## src/rtl/core/lzi_pkg.sv

```systemverilog
// ----------------------------------------------------------------------------
// lzi_pkg: shared types and constants for the Zaremba index block
// Widths, divider request/response structs.
// ----------------------------------------------------------------------------
package lzi_pkg;

  localparam int MOD_WIDTH = 16;
  localparam int GEN_WIDTH = 16;
  localparam int RHO_WIDTH = 16;
  localparam int NUM_GEN   = 4;
  localparam int DIV_WIDTH = 2 * MOD_WIDTH;
  localparam logic [MOD_WIDTH-1:0] MOD_RESET = MOD_WIDTH'(101);

  // divider start request
  typedef struct packed {
    logic                 start;
    logic [DIV_WIDTH-1:0] dividend;
    logic [MOD_WIDTH-1:0] divisor;
  } div_req_t;

  // divider result, done pulses for one cycle
  typedef struct packed {
    logic                 done;
    logic                 busy;
    logic [DIV_WIDTH-1:0] quot;
    logic [MOD_WIDTH-1:0] rem;
  } div_rsp_t;

endpackage

```

## src/rtl/core/lzi_div.sv

```systemverilog
// ----------------------------------------------------------------------------
// lzi_div: shared restoring divider
// One quotient bit per cycle; quotient and remainder held until next start.
// ----------------------------------------------------------------------------
module lzi_div (
  input  logic             clk_i,
  input  logic             rst_ni,
  input  lzi_pkg::div_req_t req_i,
  output lzi_pkg::div_rsp_t rsp_o
);
  import lzi_pkg::*;

  localparam int CNT_W = $clog2(DIV_WIDTH);

  logic [DIV_WIDTH-1:0] quot_q;
  logic [MOD_WIDTH-1:0] rem_q;
  logic [MOD_WIDTH-1:0] divisor_q;
  logic [CNT_W-1:0]     cnt_q;
  logic                 busy_q;
  logic                 done_q;

  logic [MOD_WIDTH:0]   shifted;
  logic [MOD_WIDTH:0]   diff;
  logic                 take;

  assign shifted = {rem_q, quot_q[DIV_WIDTH-1]};
  assign diff    = shifted - {1'b0, divisor_q};
  assign take    = shifted >= {1'b0, divisor_q};

  always_ff @(posedge clk_i or negedge rst_ni) begin
    if (!rst_ni) begin
      busy_q <= 1'b0;
      done_q <= 1'b0;
      cnt_q  <= '0;
    end else begin
      done_q <= 1'b0;
      if (req_i.start) begin
        busy_q    <= 1'b1;
        cnt_q     <= '0;
        quot_q    <= req_i.dividend;
        rem_q     <= '0;
        divisor_q <= req_i.divisor;
      end else if (busy_q) begin
        rem_q  <= take ? diff[MOD_WIDTH-1:0] : shifted[MOD_WIDTH-1:0];
        quot_q <= {quot_q[DIV_WIDTH-2:0], take};
        cnt_q  <= cnt_q + CNT_W'(1);
        if (cnt_q == CNT_W'(DIV_WIDTH - 1)) begin
          busy_q <= 1'b0;
          done_q <= 1'b1;
        end
      end
    end
  end

  assign rsp_o.done = done_q;
  assign rsp_o.busy = busy_q;
  assign rsp_o.quot = quot_q;
  assign rsp_o.rem  = rem_q;

  a_no_restart: assert property (@(posedge clk_i) disable iff (!rst_ni)
    req_i.start |-> !busy_q) else $error("divider restarted while busy");
  a_done_after_busy: assert property (@(posedge clk_i) disable iff (!rst_ni)
    done_q |-> !busy_q) else $error("done while busy");
  a_rem_below: assert property (@(posedge clk_i) disable iff (!rst_ni)
    done_q |-> rem_q < divisor_q) else $error("remainder not reduced");

endmodule

```

## src/rtl/core/lattice_zaremba_index_5d.sv

```systemverilog
// ----------------------------------------------------------------------------
// lattice_zaremba_index_5d: Zaremba index of a 5-D rank-1 lattice
// Early trit check, singleton seed, then branch-and-bound over h2..h5.
// ----------------------------------------------------------------------------
// Operation: the four generators are reduced mod N on the shared divider,
//   then the early check steps through the trit combinations, then a
//   data-dependent search; each loop entry takes two shared divider passes
//   (limit and start residue), one when the loop starts at zero.
// Throughput: one item at a time; in_stall_o is high until the result is
//   registered. The shared multiplier/divider pair sets the pace.
// Reset: modulus returns to 101, sequencer idle, no result pending.
// ----------------------------------------------------------------------------
module lattice_zaremba_index_5d (
  input  logic                          clk_i,
  input  logic                          rst_ni,
  input  logic                          cfg_we_i,
  input  logic [lzi_pkg::MOD_WIDTH-1:0] cfg_data_i,
  input  logic                          in_valid_i,
  output logic                          in_stall_o,
  input  logic [lzi_pkg::GEN_WIDTH-1:0] gen_two_i,
  input  logic [lzi_pkg::GEN_WIDTH-1:0] gen_three_i,
  input  logic [lzi_pkg::GEN_WIDTH-1:0] gen_four_i,
  input  logic [lzi_pkg::GEN_WIDTH-1:0] gen_five_i,
  output logic                          out_valid_o,
  input  logic                          out_stall_i,
  output logic [lzi_pkg::RHO_WIDTH-1:0] rho_o
);
  import lzi_pkg::*;

  localparam int W = MOD_WIDTH;

  // trit digit codes: coefficient -1, 0, +1
  localparam logic [1:0] TRIT_NEG  = 2'd0;
  localparam logic [1:0] TRIT_ZERO = 2'd1;
  localparam logic [1:0] TRIT_POS  = 2'd2;

  // loop levels below h2: h3, h4, h5
  localparam logic [1:0] LVL_H3 = 2'd0;
  localparam logic [1:0] LVL_H5 = 2'd2;

  typedef enum logic [4:0] {
    ST_IDLE, ST_GM_ISSUE, ST_GM_WAIT, ST_EARLY, ST_SEED,
    ST_H2_TEST, ST_H2_DIV, ST_START, ST_S_MUL, ST_S_WAIT,
    ST_L_TEST, ST_L_MUL, ST_L_DIV, ST_L_SCORE, ST_L_CMP, ST_L_ADV, ST_FIN
  } state_e;

  state_e state_q;

  logic [W-1:0]         n_q;
  logic [GEN_WIDTH-1:0] g_q   [NUM_GEN];
  logic [W-1:0]         gm_q  [NUM_GEN];   // generators reduced mod N
  logic [1:0]           gidx_q;
  logic [1:0]           trit_q[NUM_GEN];
  logic [W-1:0]         best_q;
  logic [W-1:0]         h2_q;
  logic [W-1:0]         r2_q;              // h2*g2 mod N
  logic [1:0]           lvl_q;
  logic signed [W:0]    h_q   [3];
  logic [W-1:0]         lim_q [3];
  logic [W-1:0]         res_q [3];         // running sum mod N down to level
  logic [W-1:0]         pf_q  [3];         // product of the levels above
  logic [W-1:0]         p5_q;
  logic [2*W-1:0]       mul_q;
  logic                 out_valid_q;
  logic [RHO_WIDTH-1:0] rho_q;

  div_req_t div_req;
  div_rsp_t div_rsp;

  lzi_div u_div (
    .clk_i (clk_i),
    .rst_ni(rst_ni),
    .req_i (div_req),
    .rsp_o (div_rsp)
  );

  // (a + b) mod n for a, b < n
  function automatic logic [W-1:0] mod_add(logic [W-1:0] a, logic [W-1:0] b,
                                           logic [W-1:0] n);
    logic [W:0] s;
    s = {1'b0, a} + {1'b0, b};
    if (s >= {1'b0, n}) s = s - {1'b0, n};
    return s[W-1:0];
  endfunction

  // (-a) mod n
  function automatic logic [W-1:0] mod_neg(logic [W-1:0] a, logic [W-1:0] n);
    return (a == '0) ? '0 : n - a;
  endfunction

  // magnitude of the symmetric residue, floored at one
  function automatic logic [W-1:0] sym_mag1(logic [W-1:0] r, logic [W-1:0] n);
    logic [W-1:0] m;
    m = (r < n - r) ? r : n - r;
    return (m == '0) ? W'(1) : m;
  endfunction

  // ---- current level views ----
  logic signed [W:0] cur_h;
  logic [W-1:0]      cur_lim, cur_res, cur_pf, gm_lvl, h_abs1, f2;
  logic [1:0]        lvl_nx;
  logic              h_over, all_zero, p_ge_best;

  assign lvl_nx  = lvl_q + 2'd1;
  assign cur_h   = h_q[lvl_q];
  assign cur_lim = lim_q[lvl_q];
  assign cur_res = res_q[lvl_q];
  assign cur_pf  = pf_q[lvl_q];
  assign gm_lvl  = gm_q[lvl_nx];
  assign f2      = (h2_q == '0) ? W'(1) : h2_q;

  always_comb begin
    logic [W:0] a;
    a      = cur_h[W] ? -cur_h : cur_h;
    h_abs1 = (a[W-1:0] == '0) ? W'(1) : a[W-1:0];
  end

  assign h_over    = cur_h > $signed({1'b0, cur_lim});
  assign p_ge_best = mul_q >= {{W{1'b0}}, best_q};
  // all outer indices zero: this level starts at 0, or at 1 for h5
  assign all_zero  = (h2_q == '0) && (lvl_q == LVL_H3 || h_q[0] == '0) &&
                     (lvl_q != LVL_H5 || h_q[1] == '0);

  // ---- shared multiplier, one registered product per cycle ----
  logic [W-1:0] mul_a, mul_b;
  always_comb begin
    mul_a = cur_pf;
    mul_b = h_abs1;
    unique case (state_q)
      ST_START:   begin mul_a = cur_lim; mul_b = gm_lvl; end
      ST_L_SCORE: begin mul_a = p5_q;    mul_b = sym_mag1(res_q[2], n_q); end
      default:    begin mul_a = cur_pf;  mul_b = h_abs1; end
    endcase
  end

  // ---- early check: one trit combination per cycle ----
  logic [W+1:0] e_sum, e_red;
  logic [W-1:0] e_res;
  logic         e_zero_code, e_last, e_hit;
  always_comb begin
    logic [W+1:0] nn, nn2, nn3;
    e_sum       = '0;
    e_zero_code = 1'b1;
    e_last      = 1'b1;
    for (int i = 0; i < NUM_GEN; i++) begin
      unique case (trit_q[i])
        TRIT_POS:  e_sum = e_sum + (W+2)'(gm_q[i]);
        TRIT_NEG:  e_sum = e_sum + (W+2)'(mod_neg(gm_q[i], n_q));
        default:   e_sum = e_sum;
      endcase
      if (trit_q[i] != TRIT_ZERO) e_zero_code = 1'b0;
      if (trit_q[i] != TRIT_POS)  e_last = 1'b0;
    end
    nn  = (W+2)'(n_q);
    nn2 = nn << 1;
    nn3 = nn2 + nn;
    priority if (e_sum >= nn3) e_red = e_sum - nn3;
    else if (e_sum >= nn2)     e_red = e_sum - nn2;
    else if (e_sum >= nn)      e_red = e_sum - nn;
    else                       e_red = e_sum;
    e_res = e_red[W-1:0];
    e_hit = !e_zero_code && (e_res <= W'(1) || n_q - e_res <= W'(1));
  end

  // ---- singleton seed ----
  logic [W-1:0] seed;
  always_comb begin
    logic [W-1:0] c;
    seed = n_q;
    for (int i = 0; i < NUM_GEN; i++) begin
      c = sym_mag1(gm_q[i], n_q);
      if (c < seed) seed = c;
    end
  end

  // ---- divider requests ----
  logic h2_go, l_go;
  assign h2_go = (h2_q < best_q) && (f2 < best_q);
  assign l_go  = !p_ge_best && (lvl_q != LVL_H5);

  always_comb begin
    div_req = '0;
    unique case (state_q)
      ST_GM_ISSUE: begin
        div_req.start    = 1'b1;
        div_req.dividend = DIV_WIDTH'(g_q[gidx_q]);
        div_req.divisor  = n_q;
      end
      ST_H2_TEST: begin
        div_req.start    = h2_go;
        div_req.dividend = DIV_WIDTH'(best_q - W'(1));
        div_req.divisor  = f2;
      end
      ST_S_MUL: begin
        div_req.start    = 1'b1;
        div_req.dividend = mul_q;
        div_req.divisor  = n_q;
      end
      ST_L_MUL: begin
        div_req.start    = l_go;
        div_req.dividend = DIV_WIDTH'(best_q - W'(1));
        div_req.divisor  = mul_q[W-1:0];
      end
      default: div_req = '0;
    endcase
  end

  logic in_xfer, out_xfer;
  assign in_xfer  = in_valid_i && !in_stall_o;
  assign out_xfer = out_valid_q && !out_stall_i;

  // ---- sequencer ----
  always_ff @(posedge clk_i or negedge rst_ni) begin
    if (!rst_ni) begin
      state_q     <= ST_IDLE;
      n_q         <= MOD_RESET;
      out_valid_q <= 1'b0;
      gidx_q      <= '0;
      lvl_q       <= '0;
      best_q      <= '1;
    end else begin
      mul_q <= mul_a * mul_b;
      if (cfg_we_i) n_q <= cfg_data_i;
      // a new result in ST_FIN takes the slot freed by this transfer
      if (out_xfer && state_q != ST_FIN) out_valid_q <= 1'b0;

      unique case (state_q)
        ST_IDLE: begin
          if (in_xfer) begin
            g_q[0] <= gen_two_i;
            g_q[1] <= gen_three_i;
            g_q[2] <= gen_four_i;
            g_q[3] <= gen_five_i;
            gidx_q <= '0;
            if (n_q < W'(2)) begin
              // degenerate modulus: every residue is zero
              best_q  <= W'(1);
              state_q <= ST_FIN;
            end else begin
              state_q <= ST_GM_ISSUE;
            end
          end
        end
        ST_GM_ISSUE: state_q <= ST_GM_WAIT;
        ST_GM_WAIT: begin
          if (div_rsp.done) begin
            gm_q[gidx_q] <= div_rsp.rem;
            gidx_q       <= gidx_q + 2'd1;
            if (gidx_q == 2'(NUM_GEN - 1)) begin
              for (int i = 0; i < NUM_GEN; i++) trit_q[i] <= TRIT_NEG;
              state_q <= ST_EARLY;
            end else begin
              state_q <= ST_GM_ISSUE;
            end
          end
        end
        ST_EARLY: begin
          priority if (e_hit) begin
            best_q  <= W'(1);
            state_q <= ST_FIN;
          end else if (e_last) begin
            state_q <= ST_SEED;
          end else begin
            // base-3 increment, lowest digit first
            if (trit_q[0] != TRIT_POS) trit_q[0] <= trit_q[0] + 2'd1;
            else begin
              trit_q[0] <= TRIT_NEG;
              if (trit_q[1] != TRIT_POS) trit_q[1] <= trit_q[1] + 2'd1;
              else begin
                trit_q[1] <= TRIT_NEG;
                if (trit_q[2] != TRIT_POS) trit_q[2] <= trit_q[2] + 2'd1;
                else begin
                  trit_q[2] <= TRIT_NEG;
                  trit_q[3] <= trit_q[3] + 2'd1;
                end
              end
            end
          end
        end
        ST_SEED: begin
          best_q  <= seed;
          h2_q    <= '0;
          r2_q    <= '0;
          state_q <= ST_H2_TEST;
        end
        ST_H2_TEST: begin
          if (h2_go) state_q <= ST_H2_DIV;
          else       state_q <= ST_FIN;
        end
        ST_H2_DIV: begin
          if (div_rsp.done) begin
            lim_q[0] <= div_rsp.quot[W-1:0];
            pf_q[0]  <= f2;
            res_q[0] <= r2_q;
            lvl_q    <= LVL_H3;
            state_q  <= ST_START;
          end
        end
        ST_START: begin
          if (all_zero) begin
            if (lvl_q == LVL_H5) begin
              h_q[lvl_q]   <= (W+1)'(1);
              res_q[lvl_q] <= mod_add(cur_res, gm_lvl, n_q);
            end else begin
              h_q[lvl_q] <= '0;
            end
            state_q <= ST_L_TEST;
          end else begin
            // start at -lim; residue offset comes from lim*g mod N
            h_q[lvl_q] <= -$signed({1'b0, cur_lim});
            state_q    <= ST_S_MUL;
          end
        end
        ST_S_MUL: state_q <= ST_S_WAIT;
        ST_S_WAIT: begin
          if (div_rsp.done) begin
            res_q[lvl_q] <= mod_add(cur_res, mod_neg(div_rsp.rem, n_q), n_q);
            state_q      <= ST_L_TEST;
          end
        end
        ST_L_TEST: begin
          if (h_over) begin
            if (lvl_q == LVL_H3) begin
              h2_q    <= h2_q + W'(1);
              r2_q    <= mod_add(r2_q, gm_q[0], n_q);
              state_q <= ST_H2_TEST;
            end else begin
              lvl_q   <= lvl_q - 2'd1;
              state_q <= ST_L_ADV;
            end
          end else begin
            state_q <= ST_L_MUL;
          end
        end
        ST_L_MUL: begin
          priority if (p_ge_best) begin
            state_q <= ST_L_ADV;
          end else if (lvl_q != LVL_H5) begin
            pf_q[lvl_nx]  <= mul_q[W-1:0];
            res_q[lvl_nx] <= cur_res;
            state_q       <= ST_L_DIV;
          end else begin
            p5_q    <= mul_q[W-1:0];
            state_q <= ST_L_SCORE;
          end
        end
        ST_L_DIV: begin
          if (div_rsp.done) begin
            lim_q[lvl_nx] <= div_rsp.quot[W-1:0];
            lvl_q         <= lvl_nx;
            state_q       <= ST_START;
          end
        end
        ST_L_SCORE: state_q <= ST_L_CMP;
        ST_L_CMP: begin
          if (mul_q < {{W{1'b0}}, best_q}) best_q <= mul_q[W-1:0];
          state_q <= ST_L_ADV;
        end
        ST_L_ADV: begin
          h_q[lvl_q]   <= cur_h + (W+1)'(1);
          res_q[lvl_q] <= mod_add(cur_res, gm_lvl, n_q);
          state_q      <= ST_L_TEST;
        end
        ST_FIN: begin
          if (!out_valid_q || !out_stall_i) begin
            rho_q       <= RHO_WIDTH'(best_q);
            out_valid_q <= 1'b1;
            state_q     <= ST_IDLE;
          end
        end
        default: state_q <= ST_IDLE;
      endcase
    end
  end

  assign in_stall_o  = state_q != ST_IDLE;
  assign out_valid_o = out_valid_q;
  assign rho_o       = rho_q;

  // bound only tightens once the search is seeded
  a_best_monotone: assert property (@(posedge clk_i) disable iff (!rst_ni)
    (state_q != ST_IDLE && state_q != ST_SEED) |=> best_q <= $past(best_q))
    else $error("bound increased during search");
  a_rho_nonzero: assert property (@(posedge clk_i) disable iff (!rst_ni)
    out_valid_q |-> rho_q != '0) else $error("zero index delivered");
  a_res_reduced: assert property (@(posedge clk_i) disable iff (!rst_ni)
    state_q == ST_L_TEST |-> cur_res < n_q) else $error("residue not reduced");
  a_level_range: assert property (@(posedge clk_i) disable iff (!rst_ni)
    lvl_q <= LVL_H5) else $error("loop level out of range");

endmodule

```

## config.mk

```make
export PLATFORM = sky130hd
export DESIGN_NAME = lattice_zaremba_index_5d
export DESIGN_NICKNAME = d
export VERILOG_FILES = /design/src/rtl/core/lzi_pkg.sv /design/src/rtl/core/lzi_div.sv /design/src/rtl/core/lattice_zaremba_index_5d.sv
export SDC_FILE = /design/constraint.sdc
export NUM_CORES = 2
export LEC_CHECK = 0
export BUFFER_PORTS_ARGS = -buffer_cell sky130_fd_sc_hd__buf_2
export CORE_ASPECT_RATIO = 0.9
export CORE_MARGIN = 2
export CORE_UTILIZATION = 55
export CTS_CLUSTER_SIZE = 30
export DETAILED_ROUTE_END_ITERATION = 12
export GPL_TIMING_DRIVEN = 1
export PLACE_DENSITY = 0.73
export SLEW_MARGIN = 10
export SYNTH_ARGS = -nofsm -noshare
export SYNTH_HDL_FRONTEND = slang
export SYNTH_HIERARCHICAL = 1
export SYNTH_SLANG_ARGS = --single-unit
```

## constraint.sdc

```tcl
create_clock -name clk_i -period 17.5 [get_ports clk_i]
set_clock_uncertainty 0.15 [all_clocks]
set_input_delay 2.625 -clock clk_i [delete_from_list [all_inputs] [get_ports clk_i]]
set_output_delay 2.625 -clock clk_i [all_outputs]
set_load 0.005 [all_outputs]
```

==> impl_results.md <==
* Status: completed
* Vias in the first global route at 47,365
* Hold_sp: u_div/quot_q[10]
* Die height at 311 microns
* Post-Syn Instances at 6,208
* Worst Path Required at 17.95 ns
* Internal Power at 0.00525 W
* Endpoints failing setup at 0
* Post-cts resize count at 0
* # hold bufs at CTS at 0
* Max clock buf depth at 3
* Syn Nets at 7,185
* WL per Instance at 26.0 microns
* CP Launch Point: n_q[0]
* Clk Latency, worst-skew pair at 0.70 ns
* Die area at 107,000 sq um
* Worst VDD drop at 0.248 mV
* Gr usage total at 0.368
* Postcts setup bufs at 0
* Finished Core Util at 0.599
* Start of the worst register-to-register path: n_q[0]
* IO Port Bufs at 102
* # nets final at 7,269
* Clock root buffer: clkbuf_16
* CTS sink count at 557
* Final period util at 0.859
* TNS Setup at 0 ns
* Vias per cell at 6.53
* Final wirelength at 200,000 microns
* Syn avg cell area at 9.26 sq um
* Sequential Power Share at 0.200
* Leak at 26.5 nW
* Most frequent CP cell: a21o_1
* Clock share of power at 0.137
* Drt first pass iters at 8
* Yosys warning total at 6
* Commonest non-fill, non-tap cell in the layout: ha_1
* Initial core utilization at 0.554
* R2r setup slk at 2.46 ns
* Number of CTS-inserted buffers at 59
* Fmax at 66.5 MHz
* Multi-input logic area at 37,900 sq um
* Critical Path End Type: flop
* Residual DRC at 0
* Inst Count DP at 7,599
* Min-Delay Path Class: reg2reg
* Power density over the cells at 163 nW/um^2
* WP data arrival at 15.49 ns
* Crit path max fanout at 31
* FF+latch area at 16,500 sq um
* Rel. slew slack at 0.0656
* Largest net degree at the start of global routing at 67
* Global route overflow at 0
* Total power draw at 0.0102 W
* Clk pin slew, worst setup/hold paths at 0.08 ns
* Sw frac at 0.483
* Routed Antenna Nets at 0
* DR vias at 50,427
* Switching power at 0.00491 W
* H-tree levels at 2
* Ports at 103
* Fillers at 8,858
* CTS tree: done
* Synth Cell Area at 57,500 sq um
* Placeable Area at 104,000 sq um
* Worst-Margin Slew at 1.39 ns
* Initial drt markers at 6,696
* CP max stage delay at 0.68 ns
* Hold Violations, Final at 0
* Fraction of layout cells with a size suffix above 1 at 0.0938
* First-pass GRT wire length at 297,000 microns
* RSZ-0062 raised after global routing: false
* Max-Cap Viols at 0
* Initial antenna violation count at 12
* Crit start category: flop
* Final Max Tran Viols at 0
* Comb power frac at 0.663
* GP Congestion at 1.06
* WS Path Type: reg2reg
* Finished Layout Cells at 7,719
* Die W at 345 microns
* Core Rows at 112
* Most frequent cells in the layout: ha_1 (677), inv_1 (600), nand2_1 (588)
* DPL Wire Length at 156,000 microns
* Crit-path slowest cell: a211oi_1
* Tmin final at 15.04 ns
* Area Growth Syn to Fin at 8.11%
-- metrics by stage --
stage                     cell area [sq um]  setup WS, ns  hold WS [ns]
after floorplan                       57500          3.89         0.309
after detailed placement              60000          2.74         0.339
after global routing                  62100          1.37         0.368
after global placement                60000          2.97         0.325
after CTS                             62100          2.65         0.350
final                                 62100          2.46         0.354
-- worst max-delay path, delay by kind of cell (launching register included) --
family	cells	cell delay [ns]
buffers and inverters	8	1.64
multiplexers	3	0.96
flip-flops	1	0.52
adder cells (fa/ha/maj)	7	2.15
AND/OR/NAND/NOR	11	1.85
AO/OA/AOI/OAI	34	7.64
-- power by group through the flow --
stage               registers, W  clock network [W]  logic, W
global route             0.00203            0.00145   0.00738
detailed placement       0.00204                  0   0.00647
finish                   0.00203            0.00140   0.00673
global placement         0.00204                  0   0.00641
CTS                      0.00201            0.00140   0.00657
floorplan                0.00194                  0   0.00473
-- layer usage --
metal  vias up  global-route usage  wire, microns
li1      22658                   -              -
met1     24130               0.540          84000
met2      3122               0.511          79900
met3       509               0.112          28100
met4         8               0.127           8420
met5         -                   0             54
-- worst paths after layout --
kind,to,depth (start not counted)
worst min register to register,lim_q[1][10],0
worst min-delay path,lim_q[1][10],0
worst max-delay path,best_q[2],63
worst max register to register,best_q[2],63
max in group asynchronous,lvl_q[1],2
min in group asynchronous,gidx_q[1],2
-- flip-flops by register name (all words and copies together), names as in the netlist, 8 cells and up --
register / flops
r2_q: 16
best_q: 16
g_q: 64
u_div/rem_q: 16
p5_q: 16
trit_q: 8
lim_q: 48
gm_q: 64
u_div/quot_q: 32
res_q: 48
u_div/divisor_q: 16
mul_q: 32
n_q: 16
rho_o: 16
h2_q: 16
pf_q: 48
h_q: 68
-- layout make-up --
type,count,share of cell area
well taps,1368,0.0275
diodes,10,0.000403
inverters,602,0.0364
flip-flops and latches,557,0.266
clock buffers,67,0.0242
repair buffers,242,0.0252
clock inverters,43,0.0101
multi-input cells,4830,0.610
(Power assumes the default switching activity.)
